File: config.mk
export PLATFORM = sky130hd
export DESIGN_NAME = nvd_front
export DESIGN_NICKNAME = d
export VERILOG_FILES = /design/src/nvd_pkg.sv /design/src/nvd_front.sv
export SDC_FILE = /design/constraint.sdc
export NUM_CORES = 1
export LEC_CHECK = 0
export ABC_AREA = 1
export BUFFER_PORTS_ARGS = -buffer_cell sky130_fd_sc_hd__buf_2
export CORE_UTILIZATION = 43
export CTS_CLUSTER_SIZE = 16
export DETAILED_ROUTE_END_ITERATION = 16
export GPL_TIMING_DRIVEN = 0
export HOLD_SLACK_MARGIN = 0.03
export MAX_ROUTING_LAYER = met4
export PLACE_DENSITY = 0.94
export SLEW_MARGIN = 25
export SYNTH_ARGS = -nofsm -noshare
export SYNTH_HDL_FRONTEND = slang
export SYNTH_SLANG_ARGS = --single-unit
File: constraint.sdc
create_clock -name aclk -period 8.8 [get_ports aclk]
set_clock_uncertainty 0.15 [all_clocks]
set_input_delay 1.76 -clock aclk [delete_from_list [all_inputs] [get_ports aclk]]
set_output_delay 1.76 -clock aclk [all_outputs]
set_load 0.01 [all_outputs]
File: src/nvd_pkg.sv
package nvd_pkg;

    localparam int MAX_WIDTH    = 1024;
    localparam int MAX_HEIGHT   = 512;
    localparam int DEPTH_BITS   = 16;
    localparam int RADIUS_LIMIT = 15;

    localparam int X_W     = 10;
    localparam int Y_W     = 9;
    localparam int D_W     = 16;
    localparam int IDX_W   = 19;
    localparam int CW_W    = 11;
    localparam int CH_W    = 10;
    localparam int CR_W    = 4;
    localparam int ADDR_W  = $clog2(MAX_WIDTH) + $clog2(MAX_HEIGHT);
    localparam int Q_DEPTH = 4;

    localparam logic [1:0] CFG_IMAGE_WIDTH   = 2'd0;
    localparam logic [1:0] CFG_IMAGE_HEIGHT  = 2'd1;
    localparam logic [1:0] CFG_SEARCH_RADIUS = 2'd2;

    localparam logic MODE_WRITE = 1'b0;
    localparam logic MODE_QUERY = 1'b1;

    typedef struct packed {
        logic            mode;
        logic [X_W-1:0]  pixel_x;
        logic [Y_W-1:0]  pixel_y;
        logic [D_W-1:0]  depth_value;
    } nvd_in_t;

    typedef struct packed {
        logic             found;
        logic [X_W-1:0]   match_x;
        logic [Y_W-1:0]   match_y;
        logic [IDX_W-1:0] match_index;
        logic [D_W-1:0]   match_depth;
    } nvd_out_t;

    // queued work item, already classified
    typedef struct packed {
        logic                  is_query;
        logic [X_W-1:0]        x;
        logic [Y_W-1:0]        y;
        logic [DEPTH_BITS-1:0] depth;
    } nvd_entry_t;

    // effective (clamped) configuration
    typedef struct packed {
        logic [CW_W-1:0] width;
        logic [CH_W-1:0] height;
        logic [CR_W-1:0] radius;
    } nvd_cfg_t;

endpackage

File: src/nvd_front.sv
module nvd_front
    import nvd_pkg::*;
(
    input  logic       aclk,
    input  logic       aresetn,
    input  logic       s_valid,
    output logic       s_ready,
    input  nvd_in_t    s_data,
    output logic       q_push,
    output nvd_entry_t q_entry,
    input  logic       q_full
);

    logic       hold_valid_reg, hold_valid_next;
    nvd_entry_t entry_reg;
    logic       take;

    assign q_push  = hold_valid_reg && !q_full;
    assign q_entry = entry_reg;
    assign s_ready = !hold_valid_reg || !q_full;
    assign take    = s_valid && s_ready;

    always_comb begin
        hold_valid_next = hold_valid_reg;
        if (take) begin
            hold_valid_next = 1'b1;
        end else if (q_push) begin
            hold_valid_next = 1'b0;
        end
    end

    always_ff @(posedge aclk) begin
        if (!aresetn) begin
            hold_valid_reg <= 1'b0;
        end else begin
            hold_valid_reg <= hold_valid_next;
        end
    end

    always_ff @(posedge aclk) begin
        if (take) begin
            entry_reg.is_query <= (s_data.mode == MODE_QUERY);
            entry_reg.x        <= s_data.pixel_x;
            entry_reg.y        <= s_data.pixel_y;
            entry_reg.depth    <= DEPTH_BITS'(s_data.depth_value);
        end
    end

endmodule

After elaboration in Yosys (flattened, before gate mapping)
Cells that the tools add are included.
{"block": "totals", "register_bits": 37, "output_inout_bits": 38}
{"block": "classes", "n_mux": 2, "n_reduce_logical": 6}
{"cell": "logical AND 1 bit", "count": 2}
{"cell": "zero test 1 bit", "count": 2}
{"cell": "two-way mux 1 bit", "count": 2}
{"cell": "nonzero test 2 bit", "count": 1}
{"cell": "logical OR 1 bit", "count": 1}

Depth between registers and ports, before layout
{"block": "depth", "ltp_word": 4, "mapped_depth": 2, "ltp_nobuf": 2}

Least setup slack after synthesis
Ideal clock, no wire load.
{"block": "synth_timing", "path_kind": "input to register", "from": "in s_valid", "to": "reg entry_reg, in the netlist q_entry[0] (enable)", "t_arrival_ns": 3.585, "slack_ns": 4.624, "cell_stages": 2, "n_path_buf": 0, "path_cell_list": "inv_1 > a21oi_1"}
{"block": "synth_between", "elab_chain_len": 1}
{"item": "start, declared", "line_no": "nvd_front.sv:6", "text": "input logic s_valid,"}
{"item": "logical AND 1 bit", "line_no": "nvd_front.sv:21", "text": "assign take = s_valid && s_ready;"}
{"item": "end, declared", "line_no": "nvd_front.sv:15", "text": "nvd_entry_t entry_reg;"}
Every way passes these cells.
A chain may end at the register's enable or synchronous reset.

Worst setup path after layout
{"block": "layout_timing", "from": "in q_full", "to": "out q_push"}
{"block": "layout_between", "elab_chain_len": 2}
{"item": "start, declared", "line_no": "nvd_front.sv:11", "text": "input logic q_full"}
{"item": "zero test 1 bit", "line_no": "nvd_front.sv:18", "text": "assign q_push = hold_valid_reg && !q_full;"}
{"item": "logical AND 1 bit", "line_no": "nvd_front.sv:18"}
{"item": "end, declared", "line_no": "nvd_front.sv:9", "text": "output logic q_push,"}
Every way passes these cells.

==> implementation parameters <==
Parameter                              Value

Layout
  Number of standard cells in the layout, taps in and fillers out ... 160
  Final antenna diode count ... 0
  Fraction of layout instances using a drive strength above 1 ... 66.9%
  Finished layout cell area ... 1670 sq um
  Util after Layout ... 67.5%
  Post-layout nets ... 169
  Flip-flop count of the largest register after layout ... 36
  Post-synthesis to final-layout area growth ... 47.2%

Worst setup path
  Critical path launch point type ... input port
  Critical Path End Type ... primary output
  Required time worst endpoint ... 6.89 ns
  Highest fanout seen on the critical path ... 3
  Depth of the worst register-to-register path ... 2
  WP data arrival ... 2.15 ns
  Type of the setup path with the least slack ... in -> out

Clock network
  H-tree lvl count ... 2
  Insertion delay of the later-clocked pin in the worst-skew pair ... 0.31 ns
  Post-cts resize count ... 0
  Longest Clk Path Bufs ... 2
  Clock transition at path regs ... 0.10 ns
  Quantity of hold-fixing buffers added after cts ... 0
  Clock tree root driver cell ... sky130_fd_sc_hd__clkbuf_4
  CTS buffer count ... 5
  # clock sinks ... 37
  Number of buffers added for setup after CTS ... 0
  TritonCTS clock tree ... yes

Logic synthesis
  Syn nets ... 84
  Yosys top cell by area ... sky130_fd_sc_hd__edfxtp_1
  Area of the mapped netlist ... around 1100 sq um
  Proportion of netlist area held by the largest area contributor ... a little over nine tenths
  Proportion of synthesized flip-flops having asynchronous set or reset ... 0%
  Number of enable flip-flop cells after synthesis ... 36
  Cell variety after synth ... 7
  Dominant cells by area after synthesis ... sky130_fd_sc_hd__edfxtp_1 (95%), sky130_fd_sc_hd__dfxtp_1 (1.8%), sky130_fd_sc_hd__inv_1 (0.99%)
  Most used flip-flop cell after synthesis ... sky130_fd_sc_hd__edfxtp_1
  Most used standard cell by instance count after synthesis ... sky130_fd_sc_hd__edfxtp_1
  Flop and latch count out of synthesis ... 37
  Most numerous cell types in the synthesized netlist ... sky130_fd_sc_hd__edfxtp_1 (36), sky130_fd_sc_hd__inv_1 (3)
  Sequential fraction of the synthesis area ... 96.9%
  Mean Syn Cell Area ... 25.8 sq um
  Instance count of the mapped netlist ... 44
  Synth warnings ... 0

Timing
  Min Hold Slack ... ~0.39 ns
  Worst slew margin relative to its limit ... 61.3%
  Count of final max-slew check failures ... 0
  Final sum of negative setup slack ... 0 ns
  Minimum period implied by the final worst setup slack ... 4.06 ns
  Final number of hold-violating endpoints ... 0
  Final Setup Violations ... 0
  Slew of the pin with the lowest slew margin ... just under 0.6 ns
  Final worst path period share ... between 40 and 50%
  RSZ-0062 raised after global routing ... no
  Highest achievable clock rate ... around 0.25 GHz
  Post-layout worst setup margin ... 4.74 ns

Die
  Core footprint ... about 2500 sq um
  Height of the die ... 53.4 um
  I/O pin count ... 78
  Starting utilization of the core area ... 45.9%
  Total Die Area ... 2850 sq um
  Total number of placement rows ... 18
  Die X ... approximately 53 um

Min path
  Hold depth ... 2
  Worst hold path type ... reg -> reg

Routing
  Avg WL per Cell ... 12.1 um
  Count of unresolved DRC violations after routing ... 0
  Final WL ... just under 2 mm
  Per-cell via count in the routed design ... between 4 and 5
  Total vias in the final route ... slightly above 700
  Residual antenna-violating net count after detailed routing ... 0
  Detailed-router iteration count before antenna repair ... 4
  Initial detailed-routing violation count ... 15

Pwr
  Static leakage ... 0.735 nW
  Maximum VDD drop ... 0.000149 V
  PwrDens ... 207 nW/um^2
  Power after layout ... ~0.35 mW

Global route
  Maximum number of pins on one net before global-route repair ... 22
  First-pass GRT wire length ... 2.46 mm
  Vias in the first global route ... approximately 640
  Initial antenna violation count ... 0
  Overall Global Routing Usage ... a little over an eighth
  GRT Residual Overflow ... 0

Place
  Area post-placement ... 1600 sq um
  Post-placement setup slack ... 4.74 ns
  IO Port Bufs ... 77
  Routability-driven placement congestion ratio ... 0.757
  Post-detail-place hpwl ... 1.52 mm
  Placed insts ... 152

Status
  Result of the run ... completed

Job
  Max-cap violations ... 0
worst paths after layout:
| path | slack [ns] | end | from |
|---|---|---|---|
| min | 0.39 | hold_valid_reg | hold_valid_reg |
| min reg2reg | 0.39 | hold_valid_reg | hold_valid_reg |
| max reg2reg | 7.25 | q_entry[22] | hold_valid_reg |
| max | 4.74 | q_push | q_full |
placed cells by master, fill, tap and decap left out:
master	count
sky130_fd_sc_hd__clkbuf_4	5
sky130_fd_sc_hd__dfxtp_1	1
sky130_fd_sc_hd__a21oi_2	1
sky130_fd_sc_hd__nand2_2	1
sky130_fd_sc_hd__buf_2	77
sky130_fd_sc_hd__edfxtp_1	36
sky130_fd_sc_hd__clkinv_1	1
sky130_fd_sc_hd__inv_1	3
sky130_fd_sc_hd__nor2_1	1
sky130_fd_sc_hd__a21oi_4	1
sky130_fd_sc_hd__clkbuf_1	1
sky130_fd_sc_hd__bufinv_16	1
sky130_fd_sc_hd__buf_16	1
cell type report:
type,instances,area (sq um)
inverter,3,11.3
sequential,37,1100
timing repair buffer,78,413
tap,30,37.5
clock inverter,2,33.8
fill,184,805
clock buffer,6,41.3
multi-input combinational,4,35.0
power by group:
group	total [mW]	switching, mW	internal (mW)
clock	0.107	0.0481	0.0591
combinational	0.0307	0.0161	0.0146
sequential	0.208	0.00231	0.205
logic make-up (layout without fill, tap and decap cells):
group | count (synthesis) | after routing | share of synthesized area, %
flip-flops | 37 | 37 | 96.9
buffers and inverters | 3 | 89 | 0.991
AO/OA/AOI/OAI | 2 | 2 | 1.21
AND/OR/NAND/NOR | 2 | 2 | 0.881
layer usage:
| layer | part of all wire, % | track usage (%) |
|---|---|---|
| met3 | 9.7 | 6.03 |
| met2 | 55 | 24.2 |
| met4 | 0.67 | 5.26 |
| met5 | 0 | - |
| met1 | 35 | 11.8 |
worst max-delay path, stage by stage:
cell and delay, ns:
sky130_fd_sc_hd__buf_2 0.13, sky130_fd_sc_hd__nor2_1 0.11, sky130_fd_sc_hd__buf_2 0.14
Note: power is estimated with default switching activity, not from simulation.
