<file path="src/nvd_pkg.sv">
package nvd_pkg;

    localparam int MAX_WIDTH    = 1024;
    localparam int MAX_HEIGHT   = 512;
    localparam int DEPTH_BITS   = 16;
    localparam int RADIUS_LIMIT = 15;

    localparam int X_W     = 10;
    localparam int Y_W     = 9;
    localparam int D_W     = 16;
    localparam int IDX_W   = 19;
    localparam int CW_W    = 11;
    localparam int CH_W    = 10;
    localparam int CR_W    = 4;
    localparam int ADDR_W  = $clog2(MAX_WIDTH) + $clog2(MAX_HEIGHT);
    localparam int Q_DEPTH = 4;

    localparam logic [1:0] CFG_IMAGE_WIDTH   = 2'd0;
    localparam logic [1:0] CFG_IMAGE_HEIGHT  = 2'd1;
    localparam logic [1:0] CFG_SEARCH_RADIUS = 2'd2;

    localparam logic MODE_WRITE = 1'b0;
    localparam logic MODE_QUERY = 1'b1;

    typedef struct packed {
        logic            mode;
        logic [X_W-1:0]  pixel_x;
        logic [Y_W-1:0]  pixel_y;
        logic [D_W-1:0]  depth_value;
    } nvd_in_t;

    typedef struct packed {
        logic             found;
        logic [X_W-1:0]   match_x;
        logic [Y_W-1:0]   match_y;
        logic [IDX_W-1:0] match_index;
        logic [D_W-1:0]   match_depth;
    } nvd_out_t;

    // queued work item, already classified
    typedef struct packed {
        logic                  is_query;
        logic [X_W-1:0]        x;
        logic [Y_W-1:0]        y;
        logic [DEPTH_BITS-1:0] depth;
    } nvd_entry_t;

    // effective (clamped) configuration
    typedef struct packed {
        logic [CW_W-1:0] width;
        logic [CH_W-1:0] height;
        logic [CR_W-1:0] radius;
    } nvd_cfg_t;

endpackage

</file>
<file path="src/nvd_queue.sv">
module nvd_queue
    import nvd_pkg::*;
(
    input  logic       aclk,
    input  logic       aresetn,
    input  logic       push,
    input  nvd_entry_t push_entry,
    output logic       full,
    input  logic       pop,
    output nvd_entry_t pop_entry,
    output logic       empty
);

    localparam int PTR_W = $clog2(Q_DEPTH);
    localparam int CNT_W = $clog2(Q_DEPTH + 1);

    nvd_entry_t           slot_reg [Q_DEPTH];
    logic [PTR_W-1:0]     wr_ptr_reg, wr_ptr_next;
    logic [PTR_W-1:0]     rd_ptr_reg, rd_ptr_next;
    logic [CNT_W-1:0]     count_reg, count_next;
    logic                 do_push, do_pop;

    assign full      = (count_reg == CNT_W'(Q_DEPTH));
    assign empty     = (count_reg == '0);
    assign pop_entry = slot_reg[rd_ptr_reg];
    assign do_push   = push && !full;
    assign do_pop    = pop && !empty;

    always_comb begin
        wr_ptr_next = do_push ? PTR_W'(wr_ptr_reg + 1'b1) : wr_ptr_reg;
        rd_ptr_next = do_pop  ? PTR_W'(rd_ptr_reg + 1'b1) : rd_ptr_reg;
        count_next  = count_reg;
        if (do_push && !do_pop) begin
            count_next = CNT_W'(count_reg + 1'b1);
        end else if (do_pop && !do_push) begin
            count_next = CNT_W'(count_reg - 1'b1);
        end
    end

    always_ff @(posedge aclk) begin
        if (!aresetn) begin
            wr_ptr_reg <= '0;
            rd_ptr_reg <= '0;
            count_reg  <= '0;
        end else begin
            wr_ptr_reg <= wr_ptr_next;
            rd_ptr_reg <= rd_ptr_next;
            count_reg  <= count_next;
        end
    end

    always_ff @(posedge aclk) begin
        if (do_push) begin
            slot_reg[wr_ptr_reg] <= push_entry;
        end
    end

endmodule

</file>
<file path="config.mk">
export PLATFORM = sky130hd
export DESIGN_NAME = nvd_queue
export DESIGN_NICKNAME = d
export VERILOG_FILES = /design/src/nvd_pkg.sv /design/src/nvd_queue.sv
export SDC_FILE = /design/constraint.sdc
export NUM_CORES = 1
export LEC_CHECK = 0
export ABC_CLOCK_PERIOD_IN_PS = 2300
export BUFFER_PORTS_ARGS = -buffer_cell sky130_fd_sc_hd__buf_2
export CORE_ASPECT_RATIO = 1.4
export CORE_MARGIN = 3
export CORE_UTILIZATION = 24
export CTS_CLUSTER_DIAMETER = 30
export CTS_CLUSTER_SIZE = 40
export DETAILED_ROUTE_END_ITERATION = 12
export PLACE_DENSITY = 0.39
export SYNTH_ARGS = -nofsm -noshare
export SYNTH_HDL_FRONTEND = slang
export SYNTH_SLANG_ARGS = --single-unit
</file>
<file path="constraint.sdc">
create_clock -name aclk -period 2.3 [get_ports aclk]
set_input_delay 0.23 -clock aclk [delete_from_list [all_inputs] [get_ports aclk]]
set_output_delay 0.23 -clock aclk [all_outputs]
set_load 0.02 [all_outputs]
</file>
== After elaboration in Yosys (flattened, before gate mapping) ==
Memory sizes are Yosys's and may differ from the RTL's. A register that Yosys moved wholly into a read port is not among the register bits.
Cells that the tools add are included.

* $add $sub $neg: 4
* Multipliers: 0
* Div/mod/pow operators: 0
* $lt $le $gt $ge: 0
* Equal/unequal tests: 1
* Shifts and indexed selects: 0
* Mux-type cells: 6
* Bitwise operators: 0
* Reductions and logical operators: 10

{| class="wikitable"
|+ Operator list
! cell !! count
|-
| 3-bit 2-to-1 mux || 2
|-
| 2-bit by 1-bit adder with 2-bit output (second input constant) || 2
|-
| 1-bit logical AND || 4
|-
| 1-bit logical NOT || 4
|-
| 2-bit 2-to-1 mux || 2
|-
| 3-bit by 1-bit adder with 3-bit output (second input constant) || 1
|-
| 3-bit equality test (second input constant) || 1
|-
| 3-bit logical NOT || 1
|-
| 3-bit by 1-bit subtractor with 3-bit output (second input constant) || 1
|-
| 1-bit 2-to-1 mux || 2
|-
| 2-bit nonzero test || 1
|}

* Register bits after elaboration: 7
* Latch bits: 0
* RAM bits: 144
* Bits in read-only memories: 0
* Bits of input ports: 40
* Output and inout port bits: 38
* Logic and storage cells: 25
* Memories kept: 1

{| class="wikitable"
|+ Memories
! name !! depth !! bits a word !! read ports !! clocked after memory_dff !! write ports !! RTL line !! source
|-
| slot_reg || 4 || 36 || 1 || 1 || 1 || nvd_queue.sv:17 || <nowiki>nvd_entry_t slot_reg [Q_DEPTH];</nowiki>
|}

== Longest topological paths before layout ==
Gate-level depths: netlist of run 1.

* Depth after elaboration: 7
* Depth in mapped cells: 9
* Gate-level depth less buffers: 8

== Worst setup path after synthesis of run 1 ==
No wires, ideal clock.

* Kind: reg2reg
* From: register count_reg[0]
* To: memory slot_reg[0][0] (netlist name), enable pin
* Arrival time: 1.757 ns
* Data required time: 1.903 ns
* Slack: 0.147 ns
* Stages on the path, launching flop included: 5
* Buffers on the path: 1
* Cell sequence: dfxtp_1 nor3b_2 nor2b_1 buf_2 and2_1

* Longest elaborated chain between the ends: 5

{| class="wikitable"
|+ RTL lines
! what !! RTL line !! source
|-
| start: declaration || nvd_queue.sv:20 || <nowiki>logic [CNT_W-1:0] count_reg, count_next;</nowiki>
|-
| start signal: assignment || nvd_queue.sv:48 || <nowiki>count_reg <= count_next;</nowiki>
|-
| 3-bit equality test || nvd_queue.sv:23 || <nowiki>assign full = (count_reg == CNT_W'(Q_DEPTH));</nowiki>
|-
| net full || nvd_queue.sv:8 || <nowiki>output logic full,</nowiki>
|-
| 1-bit logical NOT || nvd_queue.sv:26 || <nowiki>assign do_push = push && !full;</nowiki>
|-
| 1-bit logical AND || nvd_queue.sv:26 ||
|-
| net do_push || nvd_queue.sv:21 || <nowiki>logic do_push, do_pop;</nowiki>
|-
| 1-bit 2-to-1 mux || nvd_queue.sv:53 || <nowiki>if (do_push) begin</nowiki>
|-
| 1-bit 2-to-1 mux (not written as such) || nvd_queue.sv:54 || <nowiki>slot_reg[wr_ptr_reg] <= push_entry;</nowiki>
|-
| end: declaration || nvd_queue.sv:17 ||
|}

The timed path passes the listed nets, and every way through them passes these cells.

== Final worst setup path of run 1 ==
* From: register count_reg[1]
* To: register count_reg[2]

* Longest elaborated chain between the ends: 6

{| class="wikitable"
|+ RTL lines
! what
|-
| branches (longest 6 deep; another with 3-bit by 1-bit subtractor with 3-bit output)
|}

Several ways; the timed one is not identified. The select of a mux whose other input is x is not followed.
A chain may end at the register's enable or synchronous reset.

==> results of run 1 <==
[synth_stat cells]
library cell,n
edfxtp_1,144
mux4_2,30
dfxtp_1,9
and2_1,8
mux4_1,6
ha_1,5
buf_2,4
nand2_1,4
buf_12,3
inv_1,3
mux2i_1,3
xnor2_1,3
nor2b_1,2
a21boi_0,1
buf_6,1
clkbuf_1,1
clkbuf_2,1
fa_1,1
nor3_1,1
nor3b_2,1
o21ai_0,1
o311ai_1,1
o31ai_2,1
or3_1,1
xor2_1,1
[per-layer routing]
layer  share of wire  track usage  wire, um
met2            0.53        0.163      6180
met5          0.0018            0        21
met3           0.051       0.0359       590
met4           0.016       0.0407       186
met1            0.40        0.106      4580
[cell families (layout without fill, tap and decap cells)]
logic type	count (synthesis)	in the layout
mux	39	39
flops	153	153
compound gates	4	4
xor+xnor	4	4
simple gates	17	17
buf+inv	13	124
fa+ha+maj	6	6
[layout make-up]
type	instances	area share
flip-flops and latches	153	0.632
multi-input cells	70	0.157
repair buffers	90	0.0769
clock buffers	18	0.0602
well taps	306	0.0537
clock inverters	13	0.0183
inverters	3	0.00158
[worst max-delay path, stage by stage (launching register included)]
cell      delay [ns]
dfxtp_1         0.38
o31ai_2         0.34
ha_1            0.25
inv_1           0.06
fa_1            0.38
xor2_1          0.17
or3_1           0.30
a21boi_0        0.19
[power by group]
group | switching (mW) | internal [mW] | total [mW]
Combinational | 1.15 | 0.904 | 2.06
Sequential | 0.122 | 3.39 | 3.51
Clock | 1.05 | 1.58 | 2.63
Total | 2.33 | 5.87 | 8.19
[through the flow]
step                      instances  power [mW]  setup WS, ns  utilization
after floorplan                 236        5.04         0.147            -
after global placement          621        5.68         0.301        0.281
after detailed placement        621        5.71         0.163        0.281
after CTS                       653        8.39         0.150        0.305
after global routing            653        8.62        0.0581        0.305
final                           653        8.19         0.154        0.305
[path summary, 6_finish.rpt]
path | end | cells past startpoint
worst min-delay path | slot_reg[3][33]$_DFFE_PP_ | 1
worst max register to register | count_reg[2]$_SDFFE_PN0P_ | 7
worst min register to register | wr_ptr_reg[1]$_SDFFE_PN0P_ | 2
worst max-delay path | count_reg[2]$_SDFFE_PN0P_ | 7
==> results.cfg, run 1 <==
[cts]
post_cts_buffers = 0
post_cts_resized = 0
clock_path_buffers = 2
cts_hold_buf = 1
clkTransAtPathRegs_ns = 0.06
cts_tree = yes
cts-root-buf = clkbuf_16
clkLatencyLatePin_ns = 0.42
ctsHtreeMaxLevel = 4
clock-sinks = 153
cts_made_buffers = 17

[min_path]
hold_start = push_entry[33]
hp-class = in -> reg

[layout]
final_common_cell = edfxtp_1
num_antenna_cells = 0
drive_gt1_frac = 0.447
ff_latch_area_mm2 = 0.00451
multi_input_area_mm2 = 0.00112
final_cell_mix = 144 x edfxtp_1, 77 x buf_2, 30 x mux4_2
largest_reg_flops = 144
area_growth_pct = 24.4
fillerInstances = 2276
nets = 381
design_area_mm2 = 0.00713

[place]
dp_hpwl_um = 7040
routabilityCongestion = 0.653
io_buffers = 77
place_area_mm2 = 0.00656

[die]
initial_utilization = 0.245
core_area_mm2 = 0.0234
die_h_um = 189
pin_count = 78
rows = 66
die_x_um = 137
die_area_mm2 = 0.0258

[detailed_routing]
antenna_left = 0
wl_um = 11600
drt-initial-drc-count = 116
first_pass_iters = 5
wl_per_cell_um = 17.7
vias = 2659
remaining_drc_errors = 0
via_per_inst = 4.07

[setup_path]
crit_required_ns = 2.64
rr_startpoint = count_reg[1]$_SDFFE_PN0P_
crit_path_end_kind = flop
criticalPathCategory = reg -> reg
critPathArrivalTime_ns = 2.48
critPathLaunch = count_reg[1]$_SDFFE_PN0P_
start_kind = flop
path_max_fanout = 6
regToRegSetupSlack_ns = 0.15

[grt]
antenna_found_initial = 2
track_usage = 0.0955
grt_max_degree = 28
grt_overflow = 0
grt_pass1_vias = 3010
grt_pass1_wl_um = 17700

[synthesis]
yosysUniqueCellTypes = 25
ys_seq_area_frac = 0.786
yosysTopAreaCell = edfxtp_1
muxShareOfSynthArea = 0.151
synthSimpleGateAreaFrac = 0.0177
synth_xor_area_frac = 0.00611
synth_area_mm2 = 0.00573
synth_top_area_frac = 0.754
synth_top_family_by_area = multiplexers
synthAdderAreaFrac = 0.0144
synth_fp_nets = 282
ys.warnings.count = 0
syn-instance-count = 236
synthTopCellsByArea = edfxtp_1 75%, mux4_2 12%, dfxtp_1 3.1%, mux4_1 2.8%, ha_1 1.1%
avgSynthCellArea_um2 = 24.3
synth_compound_area_frac = 0.00589
synth_seq_cells = 153

[timing]
finalCritPeriodShare = 0.933
worst_slew_pin_slew_ns = 0.368
period_needed_ns = 2.15
rsz0062_at_grt = false
hold_viol = 0
finalSetupViolCount = 0
slew_headroom = 0.754
timing.fmax_mhz = 466
drv_slew = 0
clock_skew_ns = 0.0114
holdWs_ns = 0.0291
fin_setup_tns_ns = 0

[power_and_ir_drop]
power_density_mw_per_mm2 = 1150
vdd_drop_max_uv = 489
leakage_nw = 2.39

[run]
cap_violations = 0

[outcome]
status = finished, final reports clean
Power figures use the tool's default switching activity.
==> run 2, diff against run 1 <==
--- a/config.mk
+++ b/config.mk
@@ -9,11 +9,12 @@
 export BUFFER_PORTS_ARGS = -buffer_cell sky130_fd_sc_hd__buf_2
 export CORE_ASPECT_RATIO = 1.4
 export CORE_MARGIN = 3
-export CORE_UTILIZATION = 24
+export CORE_UTILIZATION = 39
+export CTS_BUF_LIST = sky130_fd_sc_hd__clkbuf_8
 export CTS_CLUSTER_DIAMETER = 30
 export CTS_CLUSTER_SIZE = 40
 export DETAILED_ROUTE_END_ITERATION = 12
-export PLACE_DENSITY = 0.39
+export PLACE_DENSITY = 0.57
 export SYNTH_ARGS = -nofsm -noshare
 export SYNTH_HDL_FRONTEND = slang
 export SYNTH_SLANG_ARGS = --single-unit
==> run 2 against run 1 <==
Clock power is 28% lower. Sequential power hardly changed. Worst hold slack better by 0.0096 ns. Combinational power hardly changed. Global-route usage is 4.3 points higher. Wire length is 12% lower. Sequential share of layout area is 0.17 points higher. Clock skew is 0.0016 ns higher. First-iteration DRC count is 9.5% lower. Cell area is 0.26% lower. Cell count is 14% lower. Core utilization is 20 points higher.
==> results.cfg, run 2 (same netlist as run 1, synthesis figures left out) <==
[place]
dp_hpwl_um = 6100
io_buffers = 77
place_area_mm2 = 0.00639
routabilityCongestion = 0.683

[cts]
clkTransAtPathRegs_ns = 0.09
ctsHtreeMaxLevel = 4
cts_made_buffers = 17
clock-sinks = 153
post_cts_resized = 0
clock_path_buffers = 2
cts-root-buf = clkbuf_8
cts_tree = yes
clkLatencyLatePin_ns = 0.44

[timing]
clock_skew_ns = 0.0130
drv_slew = 0
finalCritPeriodShare = 0.922
rsz0062_at_grt = false
hold_viol = 0
fin_setup_tns_ns = 0
worst_slew_pin_slew_ns = 0.370
finalSetupViolCount = 0
timing.fmax_mhz = 472
period_needed_ns = 2.12
holdWs_ns = 0.0387
slew_headroom = 0.753

[detailed_routing]
remaining_drc_errors = 0
wl_um = 10200
via_per_inst = 4.91
wl_per_cell_um = 18.2
antenna_left = 0
first_pass_iters = 4
drt-initial-drc-count = 105
vias = 2757

[min_path]
hp-class = in -> reg
hold_depth = 1

[power_and_ir_drop]
power_mw = 7.47
leakage_nw = 2.43
power_density_mw_per_mm2 = 1050
vdd_drop_max_uv = 577

[grt]
use_met1 = 0.167
grt_pass1_vias = 3114
grt_pass1_wl_um = 16400
grt_max_degree = 34
antenna_found_initial = 0
grt.met3_usage = 0.0436
track_usage = 0.138
use_met2 = 0.231
top_usage_layer = met2
grt_overflow = 0

[layout]
nets = 410
largest_reg_flops = 144
fin_util = 0.502
drive_gt1_frac = 0.411
area_growth_pct = 24.1
final_cell_mix = 144 x edfxtp_1, 77 x buf_2, 34 x dlygate4sd3_1
final_common_cell = edfxtp_1
design_area_mm2 = 0.00711
num_antenna_cells = 0

[setup_path]
crit_required_ns = 2.66
regToRegSetupSlack_ns = 0.18
path_max_fanout = 6
rr_worst_depth = 7
criticalPathCategory = reg -> reg
start_kind = flop
critPathArrivalTime_ns = 2.48
crit_path_end_kind = flop

[run]
cap_violations = 0

[die]
pin_count = 78
rows = 51
die_area_mm2 = 0.0162
die_x_um = 108
core_area_mm2 = 0.0142
initial_utilization = 0.405
die_h_um = 149

[outcome]
status = finished, final reports clean
run 2: cell count changes in the layout (fill, tap and decap cells not counted):
cell,change
clkbuf_16,-17
clkbuf_8,+17
buf_4,-5
inv_8,+1
dlygate4sd3_1,+33
clkbuf_1,-1
clkinvlp_4,-2
clkinv_4,+4
clkinv_2,-1
inv_6,+3
bufinv_16,-1
clkinv_1,-2
buf_12,+1
run 2: what timing repair did:
item,CTS,global route
buffers inserted,0,0
hold endpoints to repair,136,0
hold buffers,34,0
run 2: per-layer routing:
metal,wire [um],share of wire
met4,188,0.018
met1,4210,0.41
met5,0,0
met2,5410,0.53
met3,423,0.041
run 2: metrics by stage:
stage | setup slack, ns | std cells
finish | 0.180 | 562
global route | 0.0139 | 562
CTS | 0.146 | 562
detailed placement | 0.180 | 496
global placement | 0.301 | 496
floorplan | 0.147 | 236
run 2: power breakdown:
group | switching (mW) | internal (mW)
logic | 1.13 | 0.936
clock network | 1.02 | 0.878
registers | 0.125 | 3.38
total | 2.28 | 5.20
run 2: final timing paths:
check / startpoint / to
setup reg to reg: count_reg[1]$_SDFFE_PN0P_ / count_reg[2]$_SDFFE_PN0P_
hold / removal: push_entry[32] / slot_reg[2][32]$_DFFE_PP_
hold reg to reg: wr_ptr_reg[1]$_SDFFE_PN0P_ / wr_ptr_reg[1]$_SDFFE_PN0P_
setup / recovery: count_reg[1]$_SDFFE_PN0P_ / count_reg[2]$_SDFFE_PN0P_
run 2: cell type report:
class | count | area [um2]
Clock buffer | 17 | 234
Tap cell | 185 | 231
Timing Repair Buffer | 119 | 861
Clock inverter | 15 | 145
Fill cell | 1185 | 7060
Inverter | 3 | 11.3
Multi-Input combinational cell | 70 | 1120
Sequential cell | 153 | 4510
run 2: worst max-delay path, stage by stage, from the launching register on:
cell and delay (ns):
dfxtp_1 0.39, o31ai_2 0.34, ha_1 0.25, inv_1 0.06, fa_1 0.37, xor2_1 0.16
or3_1 0.31, a21boi_0 0.17
